[config.mk]
export PLATFORM = sky130hd
export DESIGN_NAME = i2c_master_register_transfer_flat
export DESIGN_NICKNAME = d
export VERILOG_FILES = /design/src/hw/rtl/i2cm_pkg.sv /design/src/hw/rtl/i2cm_if.sv /design/src/hw/rtl/i2cm_front.sv /design/src/hw/rtl/i2cm_back.sv /design/src/hw/rtl/i2c_master_register_transfer.sv /design/src/flat_wrapper.sv
export SDC_FILE = /design/constraint.sdc
export NUM_CORES = 1
export LEC_CHECK = 0
export BUFFER_PORTS_ARGS = -buffer_cell sky130_fd_sc_hd__buf_2
export CORE_MARGIN = 2
export CORE_UTILIZATION = 50
export DETAILED_ROUTE_END_ITERATION = 7
export PLACE_DENSITY_LB_ADDON = 0.12
export SETUP_SLACK_MARGIN = 0.2
export SYNTH_ARGS = -nofsm -noshare
export SYNTH_HDL_FRONTEND = slang
export SYNTH_HIERARCHICAL = 1
export SYNTH_SLANG_ARGS = --single-unit
[constraint.sdc]
create_clock -name clk -period 2.9 [get_ports clk]
set_clock_uncertainty 0.15 [all_clocks]
set_input_delay 0.29 -clock clk [delete_from_list [all_inputs] [get_ports clk]]
set_output_delay 0.29 -clock clk [all_outputs]
set_load 0.005 [all_outputs]
[src/hw/rtl/i2cm_pkg.sv]
package i2cm_pkg;

  localparam int unsigned PollW = 10;
  localparam int unsigned HoldW = 4;
  localparam int unsigned PhaseW = 5;

  localparam logic [PollW-1:0] PollLimitReset = 10'd500;
  localparam logic [HoldW-1:0] StartHoldReset = 4'd4;
  localparam logic [HoldW-1:0] BitPhaseReset = 4'd2;
  localparam logic [HoldW-1:0] ErrPauseLast = 4'd4;

  localparam logic [1:0] KIND_TICK = 2'd0;
  localparam logic [1:0] KIND_BEGIN = 2'd1;
  localparam logic [1:0] KIND_SUPPLY = 2'd2;

  localparam logic [1:0] CFG_POLL = 2'd0;
  localparam logic [1:0] CFG_START = 2'd1;
  localparam logic [1:0] CFG_BIT = 2'd2;

  localparam int unsigned QueueDepth = 2;

  typedef struct packed {
    logic [1:0]  kind;
    logic        sda_in;
    logic        is_read;
    logic [7:0]  dev_address;
    logic [15:0] reg_address;
    logic        addr_two_bytes;
    logic [7:0]  length;
    logic [7:0]  wr_byte;
  } in_word_t;

  typedef struct packed {
    logic        scl_level;
    logic        sda_level;
    logic        sda_drive;
    logic        need_write_byte;
    logic        rd_valid;
    logic [7:0]  rd_byte;
    logic        rd_last;
    logic        done_res;
    logic        status;
    logic        busy_res;
  } out_word_t;

  // front-end classified word
  typedef struct packed {
    logic        is_tick;
    logic        is_begin;
    logic        is_supply;
    logic        sda_in;
    logic        is_read;
    logic [7:0]  dev_address;
    logic [15:0] reg_address;
    logic        two_bytes;
    logic [7:0]  length;
    logic [7:0]  wr_byte;
  } cmd_t;

endpackage

[src/hw/rtl/i2cm_if.sv]
interface i2cm_in_if;
  i2cm_pkg::in_word_t data;
  logic valid;
  logic ready;
  modport source (output valid, output data, input ready);
  modport sink (input valid, input data, output ready);
endinterface

interface i2cm_out_if;
  i2cm_pkg::out_word_t data;
  logic valid;
  logic ready;
  modport source (output valid, output data, input ready);
  modport sink (input valid, input data, output ready);
endinterface

interface i2cm_cfg_if;
  logic [1:0]  index;
  logic [15:0] wdata;
  logic valid;
  logic ready;
  modport source (output valid, output index, output wdata, input ready);
  modport sink (input valid, input index, input wdata, output ready);
endinterface

[src/hw/rtl/i2cm_front.sv]
module i2cm_front (
  input  logic                 clk,
  input  logic                 rst_n,
  input  logic                 in_valid,
  output logic                 in_ready,
  input  i2cm_pkg::in_word_t   in_data,
  output logic                 q_valid,
  input  logic                 q_ready,
  output i2cm_pkg::cmd_t       q_data
);
  import i2cm_pkg::*;

  cmd_t mem_r [QueueDepth];
  logic [$clog2(QueueDepth)-1:0] wp_r, rp_r;
  logic [$clog2(QueueDepth+1)-1:0] cnt_r, cnt_nxt;
  cmd_t cls;
  logic push, pop;

  always_comb begin
    cls.is_tick = in_data.kind == KIND_TICK;
    cls.is_begin = in_data.kind == KIND_BEGIN;
    cls.is_supply = in_data.kind == KIND_SUPPLY;
    cls.sda_in = in_data.sda_in;
    cls.is_read = in_data.is_read;
    cls.dev_address = in_data.dev_address;
    cls.reg_address = in_data.reg_address;
    cls.two_bytes = in_data.addr_two_bytes;
    cls.length = in_data.length;
    cls.wr_byte = in_data.wr_byte;
  end

  assign in_ready = cnt_r != ($clog2(QueueDepth+1))'(QueueDepth);
  assign q_valid = cnt_r != '0;
  assign q_data = mem_r[rp_r];
  assign push = in_valid && in_ready;
  assign pop = q_valid && q_ready;

  always_comb begin
    cnt_nxt = cnt_r;
    if (push && !pop) cnt_nxt = cnt_r + 1'b1;
    else if (pop && !push) cnt_nxt = cnt_r - 1'b1;
  end

  always_ff @(posedge clk) begin
    if (push) mem_r[wp_r] <= cls;
    if (!rst_n) begin
      wp_r <= '0;
      rp_r <= '0;
      cnt_r <= '0;
    end else begin
      cnt_r <= cnt_nxt;
      if (push) wp_r <= wp_r + 1'b1;
      if (pop) rp_r <= rp_r + 1'b1;
    end
  end
endmodule

[src/hw/rtl/i2cm_back.sv]
module i2cm_back (
  input  logic                 clk,
  input  logic                 rst_n,
  input  logic                 q_valid,
  output logic                 q_ready,
  input  i2cm_pkg::cmd_t       q_data,
  input  logic                 cfg_we,
  input  logic [1:0]           cfg_idx,
  input  logic [15:0]          cfg_val,
  output logic                 out_valid,
  input  logic                 out_ready,
  output i2cm_pkg::out_word_t  out_data
);
  import i2cm_pkg::*;

  localparam logic [4:0] PH_IDLE = 5'd0, PH_ST_A = 5'd1, PH_ST_B = 5'd2,
    PH_WB_SET = 5'd3, PH_WB_HIGH = 5'd4, PH_WB_LOW = 5'd5, PH_ACK_REL = 5'd6,
    PH_ACK_CLK = 5'd7, PH_ACK_POLL = 5'd8, PH_WAIT_DATA = 5'd9,
    PH_RB_LOW = 5'd10, PH_RB_HIGH = 5'd11, PH_RA_SET = 5'd12,
    PH_RA_HIGH = 5'd13, PH_SP_A = 5'd14, PH_SP_B = 5'd15, PH_ERR_WAIT = 5'd16;
  localparam logic [2:0] ST_DEV = 3'd0, ST_HI = 3'd1, ST_LO = 3'd2,
    ST_RDEV = 3'd3, ST_DATA = 3'd4;

  logic [PollW-1:0] poll_lim_r;
  logic [HoldW-1:0] start_r, bitph_r;
  logic [PhaseW-1:0] phase_r, phase_nxt;
  logic [3:0] bit_r, bit_nxt, dly_r, dly_nxt;
  logic [PollW-1:0] poll_r, poll_nxt;
  logic [7:0] sh_r, sh_nxt, left_r, left_nxt, dev_r, dev_nxt;
  logic [15:0] reg_r, reg_nxt;
  logic [1:0] flags_r, flags_nxt;
  logic scl_r, scl_nxt, sda_r, sda_nxt, drv_r, drv_nxt;
  logic [2:0] stage_r, stage_nxt;
  logic err_r, err_nxt;
  logic rdv, rdl, done, stat;
  logic [7:0] rdb;
  logic go;
  out_word_t res;

  assign q_ready = !out_valid || out_ready;
  assign go = q_valid && q_ready;

  function automatic logic [3:0] nzm1(input logic [3:0] v);
    return (v == 4'd0) ? 4'd0 : v - 4'd1;
  endfunction

  always_comb begin
    logic [4:0] tgt;
    logic do_enter;
    logic [3:0] bc;
    phase_nxt = phase_r; bit_nxt = bit_r; dly_nxt = dly_r; poll_nxt = poll_r;
    sh_nxt = sh_r; left_nxt = left_r; dev_nxt = dev_r; reg_nxt = reg_r;
    flags_nxt = flags_r; scl_nxt = scl_r; sda_nxt = sda_r; drv_nxt = drv_r;
    stage_nxt = stage_r; err_nxt = err_r;
    rdv = 1'b0; rdb = '0; rdl = 1'b0; done = 1'b0; stat = 1'b0;
    tgt = PH_IDLE; do_enter = 1'b0; bc = bit_r + 4'd1;
    if (q_data.is_begin && phase_r == PH_IDLE) begin
      dev_nxt = q_data.dev_address;
      reg_nxt = q_data.reg_address;
      flags_nxt = {q_data.two_bytes, q_data.is_read};
      left_nxt = (q_data.is_read && q_data.length == 8'd0) ? 8'd1 : q_data.length;
      err_nxt = 1'b0; stage_nxt = ST_DEV;
      tgt = PH_ST_A; do_enter = 1'b1;
    end else if (q_data.is_supply && phase_r == PH_WAIT_DATA) begin
      sh_nxt = q_data.wr_byte; bit_nxt = '0; stage_nxt = ST_DATA;
      tgt = PH_WB_SET; do_enter = 1'b1;
    end else if (q_data.is_tick && phase_r != PH_IDLE && phase_r != PH_WAIT_DATA) begin
      if (phase_r == PH_ACK_POLL) begin
        if (!q_data.sda_in) begin
          scl_nxt = 1'b0; sda_nxt = 1'b1; drv_nxt = 1'b0;
          unique case (stage_r)
            ST_DEV: begin
              bit_nxt = '0; tgt = PH_WB_SET; do_enter = 1'b1;
              if (flags_r[1]) begin sh_nxt = reg_r[15:8]; stage_nxt = ST_HI; end
              else begin sh_nxt = reg_r[7:0]; stage_nxt = ST_LO; end
            end
            ST_HI: begin
              bit_nxt = '0; tgt = PH_WB_SET; do_enter = 1'b1;
              sh_nxt = reg_r[7:0]; stage_nxt = ST_LO;
            end
            ST_LO: begin
              do_enter = 1'b1;
              if (flags_r[0]) begin stage_nxt = ST_RDEV; tgt = PH_ST_A; end
              else if (left_r != 8'd0) begin stage_nxt = ST_DATA; tgt = PH_WAIT_DATA; end
              else tgt = PH_SP_A;
            end
            ST_RDEV: begin
              bit_nxt = '0; sh_nxt = '0; tgt = PH_RB_LOW; do_enter = 1'b1;
            end
            default: begin
              left_nxt = left_r - 8'd1; do_enter = 1'b1;
              tgt = (left_nxt != 8'd0) ? PH_WAIT_DATA : PH_SP_A;
            end
          endcase
        end else if (poll_r >= poll_lim_r) begin
          err_nxt = 1'b1; tgt = PH_SP_A; do_enter = 1'b1;
        end else begin
          poll_nxt = poll_r + 1'b1;
        end
      end else if (phase_r == PH_RB_HIGH) begin
        sh_nxt = {sh_r[6:0], q_data.sda_in};
        bit_nxt = bc; do_enter = 1'b1;
        if (bc >= 4'd8) begin
          rdv = 1'b1; rdb = sh_nxt; rdl = left_r <= 8'd1; tgt = PH_RA_SET;
        end else tgt = PH_RB_LOW;
      end else if (dly_r != 4'd0) begin
        dly_nxt = dly_r - 4'd1;
      end else begin
        do_enter = 1'b1;
        unique case (phase_r)
          PH_ST_A: tgt = PH_ST_B;
          PH_ST_B: begin
            bit_nxt = '0; tgt = PH_WB_SET;
            if (stage_r == ST_RDEV) sh_nxt = dev_r | 8'd1;
            else begin sh_nxt = dev_r; stage_nxt = ST_DEV; end
          end
          PH_WB_SET: tgt = PH_WB_HIGH;
          PH_WB_HIGH: tgt = PH_WB_LOW;
          PH_WB_LOW: begin
            sh_nxt = {sh_r[6:0], 1'b0}; bit_nxt = bc;
            tgt = (bc >= 4'd8) ? PH_ACK_REL : PH_WB_SET;
          end
          PH_ACK_REL: tgt = PH_ACK_CLK;
          PH_ACK_CLK: tgt = PH_ACK_POLL;
          PH_RB_LOW: tgt = PH_RB_HIGH;
          PH_RA_SET: tgt = PH_RA_HIGH;
          PH_RA_HIGH: begin
            left_nxt = (left_r != 8'd0) ? left_r - 8'd1 : 8'd0;
            if (left_nxt != 8'd0) begin bit_nxt = '0; sh_nxt = '0; tgt = PH_RB_LOW; end
            else tgt = PH_SP_A;
          end
          PH_SP_A: tgt = PH_SP_B;
          PH_SP_B: begin
            if (err_r) tgt = PH_ERR_WAIT;
            else begin done = 1'b1; tgt = PH_IDLE; end
          end
          default: begin
            done = 1'b1; stat = 1'b1; err_nxt = 1'b0; tgt = PH_IDLE;
          end
        endcase
      end
    end
    if (do_enter) begin
      phase_nxt = tgt; dly_nxt = '0;
      unique case (tgt)
        PH_ST_A: begin
          scl_nxt = 1'b1; sda_nxt = 1'b1; drv_nxt = 1'b1; dly_nxt = nzm1(start_r);
        end
        PH_ST_B: begin
          scl_nxt = 1'b1; sda_nxt = 1'b0; drv_nxt = 1'b1; dly_nxt = nzm1(start_r);
        end
        PH_WB_SET: begin
          scl_nxt = 1'b0; sda_nxt = sh_nxt[7]; drv_nxt = 1'b1; dly_nxt = nzm1(bitph_r);
        end
        PH_WB_HIGH: begin scl_nxt = 1'b1; dly_nxt = nzm1(bitph_r); end
        PH_WB_LOW: begin scl_nxt = 1'b0; dly_nxt = nzm1(bitph_r); end
        PH_ACK_REL: begin scl_nxt = 1'b0; sda_nxt = 1'b1; drv_nxt = 1'b0; end
        PH_ACK_CLK: begin scl_nxt = 1'b1; sda_nxt = 1'b1; drv_nxt = 1'b0; end
        PH_ACK_POLL: poll_nxt = '0;
        PH_WAIT_DATA: begin scl_nxt = 1'b0; sda_nxt = 1'b1; drv_nxt = 1'b0; end
        PH_RB_LOW: begin
          scl_nxt = 1'b0; sda_nxt = 1'b1; drv_nxt = 1'b0; dly_nxt = nzm1(bitph_r);
        end
        PH_RB_HIGH: begin scl_nxt = 1'b1; sda_nxt = 1'b1; drv_nxt = 1'b0; end
        PH_RA_SET: begin
          scl_nxt = 1'b0; sda_nxt = left_nxt == 8'd1; drv_nxt = 1'b1;
          dly_nxt = nzm1(bitph_r);
        end
        PH_RA_HIGH: begin scl_nxt = 1'b1; dly_nxt = nzm1(bitph_r); end
        PH_SP_A: begin
          scl_nxt = 1'b0; sda_nxt = 1'b0; drv_nxt = 1'b1; dly_nxt = nzm1(start_r);
        end
        PH_SP_B: begin
          scl_nxt = 1'b1; sda_nxt = 1'b1; drv_nxt = 1'b1; dly_nxt = nzm1(start_r);
        end
        PH_ERR_WAIT: dly_nxt = ErrPauseLast;
        default: begin
          phase_nxt = PH_IDLE; scl_nxt = 1'b1; sda_nxt = 1'b1; drv_nxt = 1'b1;
        end
      endcase
    end
    res.scl_level = scl_nxt;
    res.sda_level = sda_nxt;
    res.sda_drive = drv_nxt;
    res.need_write_byte = phase_nxt == PH_WAIT_DATA;
    res.rd_valid = rdv;
    res.rd_byte = rdb;
    res.rd_last = rdl;
    res.done_res = done;
    res.status = stat;
    res.busy_res = phase_nxt != PH_IDLE;
  end

  always_ff @(posedge clk) begin
    if (go) begin
      out_data <= res;
      bit_r <= bit_nxt; dly_r <= dly_nxt; poll_r <= poll_nxt; sh_r <= sh_nxt;
      left_r <= left_nxt; dev_r <= dev_nxt; reg_r <= reg_nxt;
    end
    if (!rst_n) begin
      out_valid <= 1'b0;
      poll_lim_r <= PollLimitReset; start_r <= StartHoldReset; bitph_r <= BitPhaseReset;
      phase_r <= PH_IDLE; flags_r <= '0; stage_r <= ST_DEV; err_r <= 1'b0;
      scl_r <= 1'b1; sda_r <= 1'b1; drv_r <= 1'b1;
      bit_r <= '0; dly_r <= '0; poll_r <= '0; sh_r <= '0; left_r <= '0;
      dev_r <= '0; reg_r <= '0;
    end else begin
      if (go) begin
        out_valid <= 1'b1;
        phase_r <= phase_nxt; flags_r <= flags_nxt; stage_r <= stage_nxt;
        err_r <= err_nxt; scl_r <= scl_nxt; sda_r <= sda_nxt; drv_r <= drv_nxt;
      end else if (out_ready) out_valid <= 1'b0;
      if (cfg_we) begin
        unique case (cfg_idx)
          CFG_POLL: poll_lim_r <= cfg_val[PollW-1:0];
          CFG_START: start_r <= cfg_val[HoldW-1:0];
          CFG_BIT: bitph_r <= cfg_val[HoldW-1:0];
          default: ;
        endcase
      end
    end
  end
endmodule

[src/hw/rtl/i2c_master_register_transfer.sv]
// Path: an accepted word waits in a queue slot, then one bus-sequencer
// step writes it to the output register. Throughput: one word per cycle
// while out_ready holds, set by the single-step bus sequencer.
// Reset (rst_n low, synchronous): idle, SCL high, SDA high driven,
// timing registers back to 500 / 4 / 2, queue and output emptied.
module i2c_master_register_transfer (
  input logic clk,
  input logic rst_n,
  i2cm_in_if.sink    in_ch,
  i2cm_out_if.source out_ch,
  i2cm_cfg_if.sink   cfg_ch
);
  import i2cm_pkg::*;

  logic q_valid, q_ready;
  cmd_t q_data;

  assign cfg_ch.ready = 1'b1;

  i2cm_front u_front (
    .clk(clk), .rst_n(rst_n),
    .in_valid(in_ch.valid), .in_ready(in_ch.ready), .in_data(in_ch.data),
    .q_valid(q_valid), .q_ready(q_ready), .q_data(q_data)
  );

  i2cm_back u_back (
    .clk(clk), .rst_n(rst_n),
    .q_valid(q_valid), .q_ready(q_ready), .q_data(q_data),
    .cfg_we(cfg_ch.valid), .cfg_idx(cfg_ch.index), .cfg_val(cfg_ch.wdata),
    .out_valid(out_ch.valid), .out_ready(out_ch.ready), .out_data(out_ch.data)
  );
endmodule

[src/flat_wrapper.sv]
// flat-port wrapper written by rule: the top's interface ports become plain ports
module i2c_master_register_transfer_flat import i2cm_pkg::*;
  (clk, rst_n, in_ch_valid, in_ch_data, in_ch_ready, out_ch_valid, out_ch_data, out_ch_ready, cfg_ch_valid, cfg_ch_index, cfg_ch_wdata, cfg_ch_ready);
  i2cm_in_if in_ch_i ();
  i2cm_out_if out_ch_i ();
  i2cm_cfg_if cfg_ch_i ();
  input logic clk;
  input logic rst_n;
  input wire logic [$bits(in_ch_i.valid)-1:0] in_ch_valid;
  input wire logic [$bits(in_ch_i.data)-1:0] in_ch_data;
  output wire logic [$bits(in_ch_i.ready)-1:0] in_ch_ready;
  output wire logic [$bits(out_ch_i.valid)-1:0] out_ch_valid;
  output wire logic [$bits(out_ch_i.data)-1:0] out_ch_data;
  input wire logic [$bits(out_ch_i.ready)-1:0] out_ch_ready;
  input wire logic [$bits(cfg_ch_i.valid)-1:0] cfg_ch_valid;
  input wire logic [$bits(cfg_ch_i.index)-1:0] cfg_ch_index;
  input wire logic [$bits(cfg_ch_i.wdata)-1:0] cfg_ch_wdata;
  output wire logic [$bits(cfg_ch_i.ready)-1:0] cfg_ch_ready;
  assign in_ch_i.valid = in_ch_valid;
  assign in_ch_i.data = in_ch_data;
  assign in_ch_ready = in_ch_i.ready;
  assign out_ch_valid = out_ch_i.valid;
  assign out_ch_data = out_ch_i.data;
  assign out_ch_i.ready = out_ch_ready;
  assign cfg_ch_i.valid = cfg_ch_valid;
  assign cfg_ch_i.index = cfg_ch_index;
  assign cfg_ch_i.wdata = cfg_ch_wdata;
  assign cfg_ch_ready = cfg_ch_i.ready;
  i2c_master_register_transfer u_core (.clk(clk), .rst_n(rst_n), .in_ch(in_ch_i), .out_ch(out_ch_i), .cfg_ch(cfg_ch_i));
endmodule
======== After elaboration in Yosys (flattened, before gate mapping) ========
Memory sizes are Yosys's and may differ from the RTL's. A register that Yosys moved wholly into a read port is not among the register bits.
Index checks and enable logic that the tools add are counted.
storage, ports and cells
  flip-flop bits (word level) ............. 112
  latch bits .............................. 0
  bits in writable memories ............... 92
  bits in read-only memories .............. 0
  input bits .............................. 68
  output and inout bits ................... 20
  memories kept ........................... 1
cells by class
  $add $sub $neg .......................... 10
  multipliers ............................. 0
  div/mod/pow operators ................... 0
  order comparisons ....................... 3
  eq/ne operators ......................... 63
  shift operators ......................... 0
  multiplexer cells ....................... 132
  bitwise logic cells ..................... 4
  reduce and logical (&&, ||, !) cells .... 61
memory list
  memory                depth  bits a word  read ports  clocked after Yosys merged registers in  wr ports  RTL line          RTL
  u_core.u_front.mem_r  2      46           1           1                                        1         i2cm_front.sv:13  cmd_t mem_r [QueueDepth];
operator list
  operator                                                               number
  8-bit 2-to-1 mux                                                       20
  5-bit by 4-bit equality test with 1-bit output, second input constant  17
  10-bit 2-to-1 mux                                                      8
  4-bit 2-to-1 mux                                                       19
  5-bit one-hot mux with 12 select lines                                 1
  5-bit 2-to-1 mux                                                       10
  3-bit 2-to-1 mux                                                       16
  8-bit one-hot mux with 3 select lines                                  2
  1-bit 2-to-1 mux                                                       45
  5-bit by 3-bit equality test with 1-bit output, second input constant  8
  4-bit one-hot mux with 3 select lines                                  3
  8-bit AND reduction                                                    3
  8-bit nonzero test                                                     3
  5-bit by 2-bit equality test with 1-bit output, second input constant  4
  4-bit != test, second input constant                                   5
  6-bit OR reduction                                                     3
  16-bit OR reduction                                                    1
  3-bit != test, second input constant                                   5
  5-bit OR reduction                                                     3
  2-bit nonzero test                                                     7
  12-bit OR reduction                                                    1
  4-bit by 1-bit subtractor with 4-bit output, second input constant     3
  11-bit OR reduction                                                    1
  10-bit by 1-bit adder with 10-bit output, second input constant        1
  other kinds (48)                                                       84

======== Longest topological paths before layout ========
Gate-level depths: netlist of run 1.
  word-level depth ........................ 16
  gate-level depth with buffers ........... 14
  mapped depth without buffers ............ 11

======== Modules after synthesis ========
The synthesis of run 1 kept the hierarchy.
by module, submodules not included
  module                        times used  cells each  area each (um^2)  seq. area each (um^2)
  i2cm_back                     1           807         6471.2            2332.2
  i2cm_front                    1           170         3574.7            2862.7
  i2c_master_register_transfer  1           2           11.3              0.0

======== Worst setup path after synthesis of run 1 ========
Ideal clock, no wire load.
  kind .................................... reg2reg
  start ................................... register u_core.u_back.left_r[0]
  end ..................................... register u_core/u_back/out_data[15] (netlist name) (data pin)
  library setup time ...................... 0.131 ns
  arrival time ............................ 2.941 ns
  path slack .............................. -0.322 ns
  cell stages (with the launch flop) ...... 14
  buffers on the path ..................... 2
  clock period less this slack ............ 3.222 ns
  cells stage by stage .................... dfxtp_1 > inv_1 > ha_1 > buf_2 > or3b_2 > or4_1 > o31a_1 > nand4_1 > and2_1 > buf_6 > mux2i_1 > nor3_1 > or4_4 > nand2_1
RTL lines
  item                    RTL line          RTL
  from (decl)             i2cm_back.sv:29   logic [7:0] sh_r, sh_nxt, left_r, left_nxt, dev_r, dev_nxt;
  from (signal assigned)  i2cm_back.sv:198  left_r <= left_nxt; dev_r <= dev_nxt; reg_r <= reg_nxt;
  to (signal assigned)    i2cm_back.sv:196  out_data <= res;
  to (decl)               i2cm_back.sv:12   output i2cm_pkg::out_word_t out_data

==> results of run 1 <==
[stage by stage]
step,power (mW),setup WS [ns]
2_1_floorplan,6.28,-0.132
6_report,11.7,-0.0872
3_3_place_gp,8.05,-0.240
4_1_cts,11.5,-0.0532
3_5_place_dp,8.08,-0.270
5_1_grt,12.3,-0.192
[logic make-up after synthesis]
kind of cell	synth area share (%)
other	0.0373
DFF	51.7
muxes	7.45
buffers and inverters	3.89
xor gates and xnor gates	1.74
and+or+nand+nor	17.0
adders and majority gates	2.34
AOI/OAI and AO/OA	15.9
[how the worst min path moves through the flow]
| stage | start | end | slack, ns | depth (start not counted) |
|---|---|---|---|---|
| detailed placement | u_core/u_back/reg_r[11] | u_core/u_back/reg_r[11] | 0.30 | 2 |
| global route | rst_n | u_core/u_back/phase_r[2] | 0.07 | 3 |
| finish | rst_n | u_core/u_back/phase_r[0] | 0.06 | 3 |
| CTS | cfg_ch_index[0] | u_core/u_back/poll_lim_r[0] | 0.05 | 4 |
| global placement | u_core/u_back/reg_r[15] | u_core/u_back/reg_r[15] | 0.30 | 2 |
| floorplan | in_ch_data[0] | u_core/u_front/mem_r[0][0] | 0.24 | 0 |
[synthesized netlist by cell type (4+ instances only)]
master	n
o31ai_1	6
or4_1	4
ha_1	18
nand4_1	6
or3_1	11
nand2b_1	8
a21oi_1	67
o21ai_1	5
nor3_1	17
edfxtp_1	109
mux2i_1	22
buf_4	7
dfxtp_1	96
buf_2	10
nor3b_1	6
buf_1	4
nor4_1	6
and2_1	23
nand2_1	113
a221oi_1	4
o21ai_0	46
xor2_1	9
xnor2_1	11
o22ai_1	7
nor2_1	61
a21boi_0	4
nand3b_1	7
mux2_2	47
a31oi_1	9
o211ai_1	10
inv_1	34
clkbuf_1	35
and3_1	8
nand3_1	20
a211oi_1	22
a22oi_1	19
o21a_1	4
nor2b_1	12
[registers in the layout (all words and copies together) (netlist names), 4 cells and up, named ones only]
name	cells
u_core/u_back/dly_r	4
u_core/u_back/reg_r	16
u_core/u_back/bitph_r	4
u_core/u_front/mem_r	92
u_core/u_back/poll_lim_r	10
u_core/u_back/out_data	17
u_core/u_back/start_r	4
u_core/u_back/poll_r	10
u_core/u_back/phase_r	5
u_core/u_back/sh_r	8
u_core/u_back/dev_r	8
u_core/u_back/left_r	8
u_core/u_back/bit_r	4
[layout make-up]
type / count / area share [%]
sequential: 205 / 37.1
timing repair buffer: 329 / 18.0
inverter: 35 / 0.969
multi-input combinational: 682 / 36.1
clock inverter: 15 / 1.20
tap: 265 / 2.36
clock buffer: 27 / 4.34
[metal layers]
layer / up-vias / track usage (%) / share of wire (%)
met3: 48 / 2.88 / 5.0
met4: 0 / 6.32 / 2.2
met2: 234 / 42.1 / 49
met5: - / 0 / 0
li1: 4214 / - / -
met1: 4104 / 33.8 / 44
[timing repair]
action                     4_1_cts  5_1_grt
gates resized for setup        105       42
hold buffers                    62        0
pin swaps                       31       23
setup endpoints to repair       39       41
hold endpoints to repair       112        0
setup buffers                   18        4
cloned                           1        0
[power by group through the flow]
stage	Clock, mW	Sequential, mW	Combinational, mW
6_report	2.97	3.90	4.82
3_3_place_gp	0	3.91	4.14
3_5_place_dp	0	3.93	4.15
5_1_grt	3.15	3.94	5.18
4_1_cts	3.03	3.88	4.57
2_1_floorplan	0	3.87	2.41
[worst register-to-register path: stages, from the launching register on]
cell      delay [ns]
dfxtp_2         0.33
or4_4           0.55
or4_4           0.51
o31a_1          0.15
nand4_1         0.11
and2_4          0.21
nand4b_4        0.16
nand3_4         0.07
or4_4           0.55
nand2_2         0.08
==> results by group, run 1 <==
Power
  • Switching Fraction: 34.0%
  • Pleak: 5.39 nW
  • Logic pwr share: 41.3%
  • Clock power frac: 25.4%
  • Internal Power: 7.72 mW
  • Power Density: 831 nW/um^2
  • Share of power burned in registers: between 30% and 40%
  • Switch Pwr: a little under 4 mW
  • IR Drop Worst-Case VDD: 0.000588 V

STA
  • Fin. max-slew vios: 0
  • Measured slew at the worst slew-check pin: 0.643 ns
  • RSZ-0062 raised after global routing: yes
  • Final Cycle Share: 103%
  • Final Setup Violations: 13
  • Final setup margin: -0.0872 ns
  • Final min period: 2.99 ns
  • Final hold slack: between 0.05 and 0.06 ns
  • Setup tns final: -0.366 ns
  • Final hold viol count: 0
  • Max Clk Rate: 0.335 GHz
  • Slew headroom: 57.1%

Floorplanning
  • Die outline height: 146 um
  • Initial core utilization: between 50% and 60%
  • Die Wd: 146 um
  • DIE AREA: 21300 um^2
  • Row count: 51
  • Core Region: between 15000 and 20000 um^2
  • # IOs: 88

Detailed routing
  • Via count: 8600
  • # DRC: 0
  • DRT Wirelength: 27300 um
  • DR vias/cell: 5.52
  • Initial drt markers: 421
  • Antenna Nets Post-Route: 0
  • WL/cell: 17.5 um
  • Initial DRT Pass Iterations: 5

Cells and area
  • Most frequent cells in the layout: buf_4, edfxtp_1, nand2_1, dfxtp_1, buf_2
  • Layout cells sized above 1: 36.7%
  • Fin nets: about 1400
  • FILL cells: ~1400
  • Layout Area Growth over Synthesis: 39.9%
  • Area taken by multi-input logic gates: 5070 um^2
  • Final instance count without filler cells: 1558
  • Final instance area: approximately 14000 um^2
  • Diode count: 0
  • Core Util, Final: a little over 70%
  • Register area: 5220 um^2
  • Commonest non-fill, non-tap cell in the layout: buf_4

Critical path
  • CP delay by family, top: simple AND/OR/NAND/NOR gates
  • Reg2reg start: u_core/u_back/left_r[4]
  • Crit-path most repeated cell: or4_4
  • CP Depth: 9
  • Required time worst endpoint: 3.15 ns
  • Worst endpoint data arrival time: 3.24 ns
  • WS Path Type: reg2reg
  • Setup crit end: u_core/u_back/out_data[15]
  • CP Buf/Inv Count: 0
  • Reg2reg end: u_core/u_back/out_data[15]
  • R2r setup slk: -0.09 ns
  • R2r worst-path depth: 9
  • Endpoint class of the critical path: flop
  • Max FO, Critical Path: 7
  • Worst Setup SP: u_core/u_back/left_r[4]
  • Worst-path cell chain: or4_4 -> or4_4 -> o31a_1 -> nand4_1 -> and2_4 -> nand4b_4 -> nand3_4 -> or4_4 -> nand2_2
  • Startpoint Class: flop
  • Max incr delay on CP: 0.55 ns
  • Slowest CP cell: or4_4

Clock network
  • CTS Sinks: 205
  • Htree depth: 1
  • Clock Path Buffers: 3
  • CTS tree: built
  • Clk slew on worst S/H paths: 0.06 ns
  • CTS Buf Count: 23
  • Later-pin clock latency in the skew report: between 0.5 and 0.6 ns
  • CTS root buf: clkbuf_16

Synthesis
  • Post-synth top area share: 32.5%
  • Main synth FF type: edfxtp_1
  • Number of flops mapped to enable cells by yosys: approximately 110
  • Distinct cell type count after synthesis: 86
  • Yosys warning count: 6
  • Syn nets: 1065
  • Mapped Area: slightly above 10000 um^2
  • Synth area leaders: edfxtp_1, dfxtp_1, mux2_2, nand2_1, a21oi_1
  • Mapped Cells: 979
  • FFs w/ async S/R, synth: 0%
  • Post-synth top area cell: edfxtp_1
  • Syn avg cell area: 10.3 um^2
  • Yosys reg bits: 205
  • Register area share after synthesis: 51.7%

Hold path
  • Hold Path Class: in2reg

Global route
  • Initial antenna violation count: 0
  • Vias in the first global route: 8440
  • Total gr overflow: 0
  • Largest net degree at the start of global routing: 47
  • First-pass GRT wire length: 43000 um
  • Tot GR Track Use: 24.8%

Place
  • Hpwl dp: 18400 um
  • Placed insts: ~1400
  • Port buffer count: 80
  • Cell Area, Placed: 11900 um^2
  • GP Congestion: 0.892

Run status
  • Status: finished, violations left
  • Failing checks: negative setup slack

Run
  • MaxCap Viol Count: 0
Note: power is estimated with default switching activity, not from simulation.
==> run 2, diff against run 1 <==
--- a/config.mk
+++ b/config.mk
@@ -5,6 +5,7 @@
 export SDC_FILE = /design/constraint.sdc
 export NUM_CORES = 1
 export LEC_CHECK = 0
+export ABC_AREA = 1
 export BUFFER_PORTS_ARGS = -buffer_cell sky130_fd_sc_hd__buf_2
 export CORE_MARGIN = 2
 export CORE_UTILIZATION = 50
==> run 2 against run 1 <==
- synthesized cell count is 19% higher
- maximum frequency increased by 11%
- critical endpoint is now u_core/u_back/sda_r
- the flow now finishes without violations
- sequential share of layout area rose by 1.6 points
- critical path type unchanged
- sequential power is 4% higher
- global-route usage down 2.2 points
- combinational power is 2% higher
- clock-buffer cell count up 8
==> results by group, run 2 <==
Run status
  • Status: finished, final reports clean

Clock network
  • CTS Buf Count: 23
  • Later-pin clock latency in the skew report: 0.53 ns
  • CTS tree: built
  • Clock Path Buffers: 3
  • CTS Sinks: around 200
  • CTS root buf: clkbuf_16
  • Htree depth: 1
  • Clk slew on worst S/H paths: 0.06 ns

Cells and area
  • Largest register FFs: around 90
  • Most frequent cells in the layout: nand2_1, nor2_1, edfxtp_1, inv_1, o21ai_0
  • Fin nets: 1466
  • Diode count: 0
  • Layout Area Growth over Synthesis: 30.9%
  • Area taken by multi-input logic gates: 4950 um^2
  • Register area: approximately 5200 um^2
  • Top reg by flops: u_core/u_front/mem_r
  • Layout cells sized above 1: between 30% and 40%
  • Registers with the most flip-flops: u_core/u_front/mem_r: 92 flops, u_core/u_back/out_data: 17 flops, u_core/u_back/reg_r: 16 flops
  • Core Util, Final: 66.8%
  • FILL cells: between 1500 and 2000
  • Commonest non-fill, non-tap cell in the layout: nand2_1

STA
  • Final min period: 2.68 ns
  • Final hold slack: roughly 0.075 ns
  • Measured slew at the worst slew-check pin: 0.698 ns
  • Fin. max-slew vios: 0
  • Slew headroom: 53.2%
  • Setup tns final: 0 ns
  • Max Clk Rate: between 0.3 and 0.4 GHz
  • RSZ-0062 raised after global routing: yes
  • Final Setup Violations: 0
  • Final hold viol count: 0
  • Final Cycle Share: 92.6%

Hold path
  • Hold Path Class: in2reg
  • Cells on Worst Hold Path: 3

Detailed routing
  • Antenna Nets Post-Route: 0
  • WL/cell: 15.3 um
  • Initial DRT Pass Iterations: 5
  • Initial drt markers: 450
  • DRT Wirelength: 25500 um
  • # DRC: 0
  • Via count: 8627
  • DR vias/cell: 5.18

Place
  • Port buffer count: 80
  • Hpwl dp: ~16000 um
  • GP Congestion: approximately 0.9

Critical path
  • Max FO, Critical Path: 4
  • WS Path Type: reg2reg
  • R2r worst-path depth: 19
  • Worst endpoint data arrival time: 3.00 ns
  • Endpoint class of the critical path: flop
  • Startpoint Class: flop
  • Required time worst endpoint: 3.21 ns

Synthesis
  • Most frequent cell after synthesis: nand2_1
  • Mapped Area: 10400 um^2
  • Synth top cells by count: nand2_1, nor2_1, inv_1, edfxtp_1, o21ai_0
  • Mapped Cells: 1163
  • Syn avg cell area: 8.91 um^2
  • Synth area leaders: edfxtp_1, dfxtp_1, nand2_1, mux2_4, o21ai_0
  • Syn nets: 1249
  • Post-synth top area share: 31.6%
  • FFs w/ async S/R, synth: 0%
  • Yosys warning count: 6
  • Number of flops mapped to enable cells by yosys: between 100 and 150
  • Yosys reg bits: between 200 and 250
  • Main synth FF type: edfxtp_1
  • Post-synth top area cell: edfxtp_1
  • Register area share after synthesis: approximately half
  • Distinct cell type count after synthesis: 49

Power
  • Power Density: just under 900 nW/um^2
  • IR Drop Worst-Case VDD: 0.000564 V
  • Pleak: 5.62 nW
  • Total power: approximately 12 mW

Floorplanning
  • Die outline height: roughly 150 um
  • Row count: 52
  • Initial core utilization: roughly half
  • Core Region: between 20000 and 25000 um^2
  • Die Wd: 148 um
  • # IOs: 88
  • DIE AREA: 21900 um^2

Global route
  • Initial antenna violation count: 0
  • Largest net degree at the start of global routing: 68
  • First-pass GRT wire length: 40200 um
  • Total gr overflow: 0
  • Vias in the first global route: 8230
  • Tot GR Track Use: 22.6%

Run
  • MaxCap Viol Count: 0
## run 2: cell count changes in the layout (fill, tap and decap cells not counted), sizes merged, moves of 21 or more
cell / delta
nand2: +84
inv: +103
nand3: +44
o21ai: +62
buf: -102
nor2: +95
and2: -22
mux2i: -21
## run 2: path summary, 6_finish.rpt
kind / from / slack (ns) / endpoint
worst min register to register: u_core/u_back/bitph_r[1] / 0.32 / u_core/u_back/bitph_r[1]
worst max-delay path: u_core/u_back/poll_r[0] / 0.22 / u_core/u_back/sda_r
worst min-delay path: cfg_ch_index[1] / 0.08 / u_core/u_back/bitph_r[3]
worst max register to register: u_core/u_back/poll_r[0] / 0.22 / u_core/u_back/sda_r
## run 2: cell families (layout without fill, tap and decap cells)
logic type	Yosys count	in the layout	share of synthesized area, %
simple gates	461	461	19.8
compound gates	241	241	13.0
flops	205	205	50.1
buf+inv	176	410	7.21
mux	47	47	6.54
fa+ha+maj	18	18	2.17
xor+xnor	14	14	1.18
other cells	1	1	0.0362
## run 2: layer usage
metal / track usage, % / part of all wire [%]
met5: 0 / 0
met4: 5.81 / 2.7
met3: 3.46 / 4.6
met2: 41.1 / 50
met1: 28.1 / 43
## run 2: worst max-delay path, stage by stage, from the launching register on
cell and delay, ns:
dfxtp_2 0.34, inv_2 0.05, ha_1 0.27, nand2_1 0.05, nor2_1 0.11, nand4_1 0.11, nand4_1 0.21, nor2_4 0.08
nor2_4 0.19, nand3_4 0.17, nand2_4 0.12, nand2_4 0.07, nor2_4 0.17, nand2_1 0.07, and2_4 0.15, nand2_2 0.07
nand2_2 0.06, nand2_2 0.07, nand2_1 0.05, nand2_1 0.07
## run 2: area by class of cell
cell class | instances | area share (%)
tap | 270 | 2.49
sequential | 205 | 38.7
timing repair buffer | 227 | 12.6
clock inverter | 7 | 0.719
multi-input combinational | 782 | 36.5
inverter | 141 | 4.00
clock buffer | 35 | 5.03
## run 2: report_power, final
| group | leakage (nW) | switching, mW | internal [mW] |
|---|---|---|---|
| Sequential | 1.82 | 0.301 | 3.76 |
| Combinational | 3.42 | 2.97 | 1.97 |
| Clock | 0.382 | 1.17 | 1.81 |
## run 2: timing repair
action	in CTS	in global routing
setup buffers	9	34
endpoints found under the setup margin	11	29
pin swaps	9	65
hold endpoints to repair	110	0
gates resized for setup	28	150
hold buffers	62	0
## run 2: stage by stage
stage               setup WS [ns]  std cells  instance area [um^2]
finish                      0.216       1667                 13600
global route               0.0956       1667                 13600
CTS                         0.196       1633                 12800
detailed placement         0.0472       1520                 11200
global placement           0.0903       1520                 11200
floorplan                  -0.222       1163                 10400
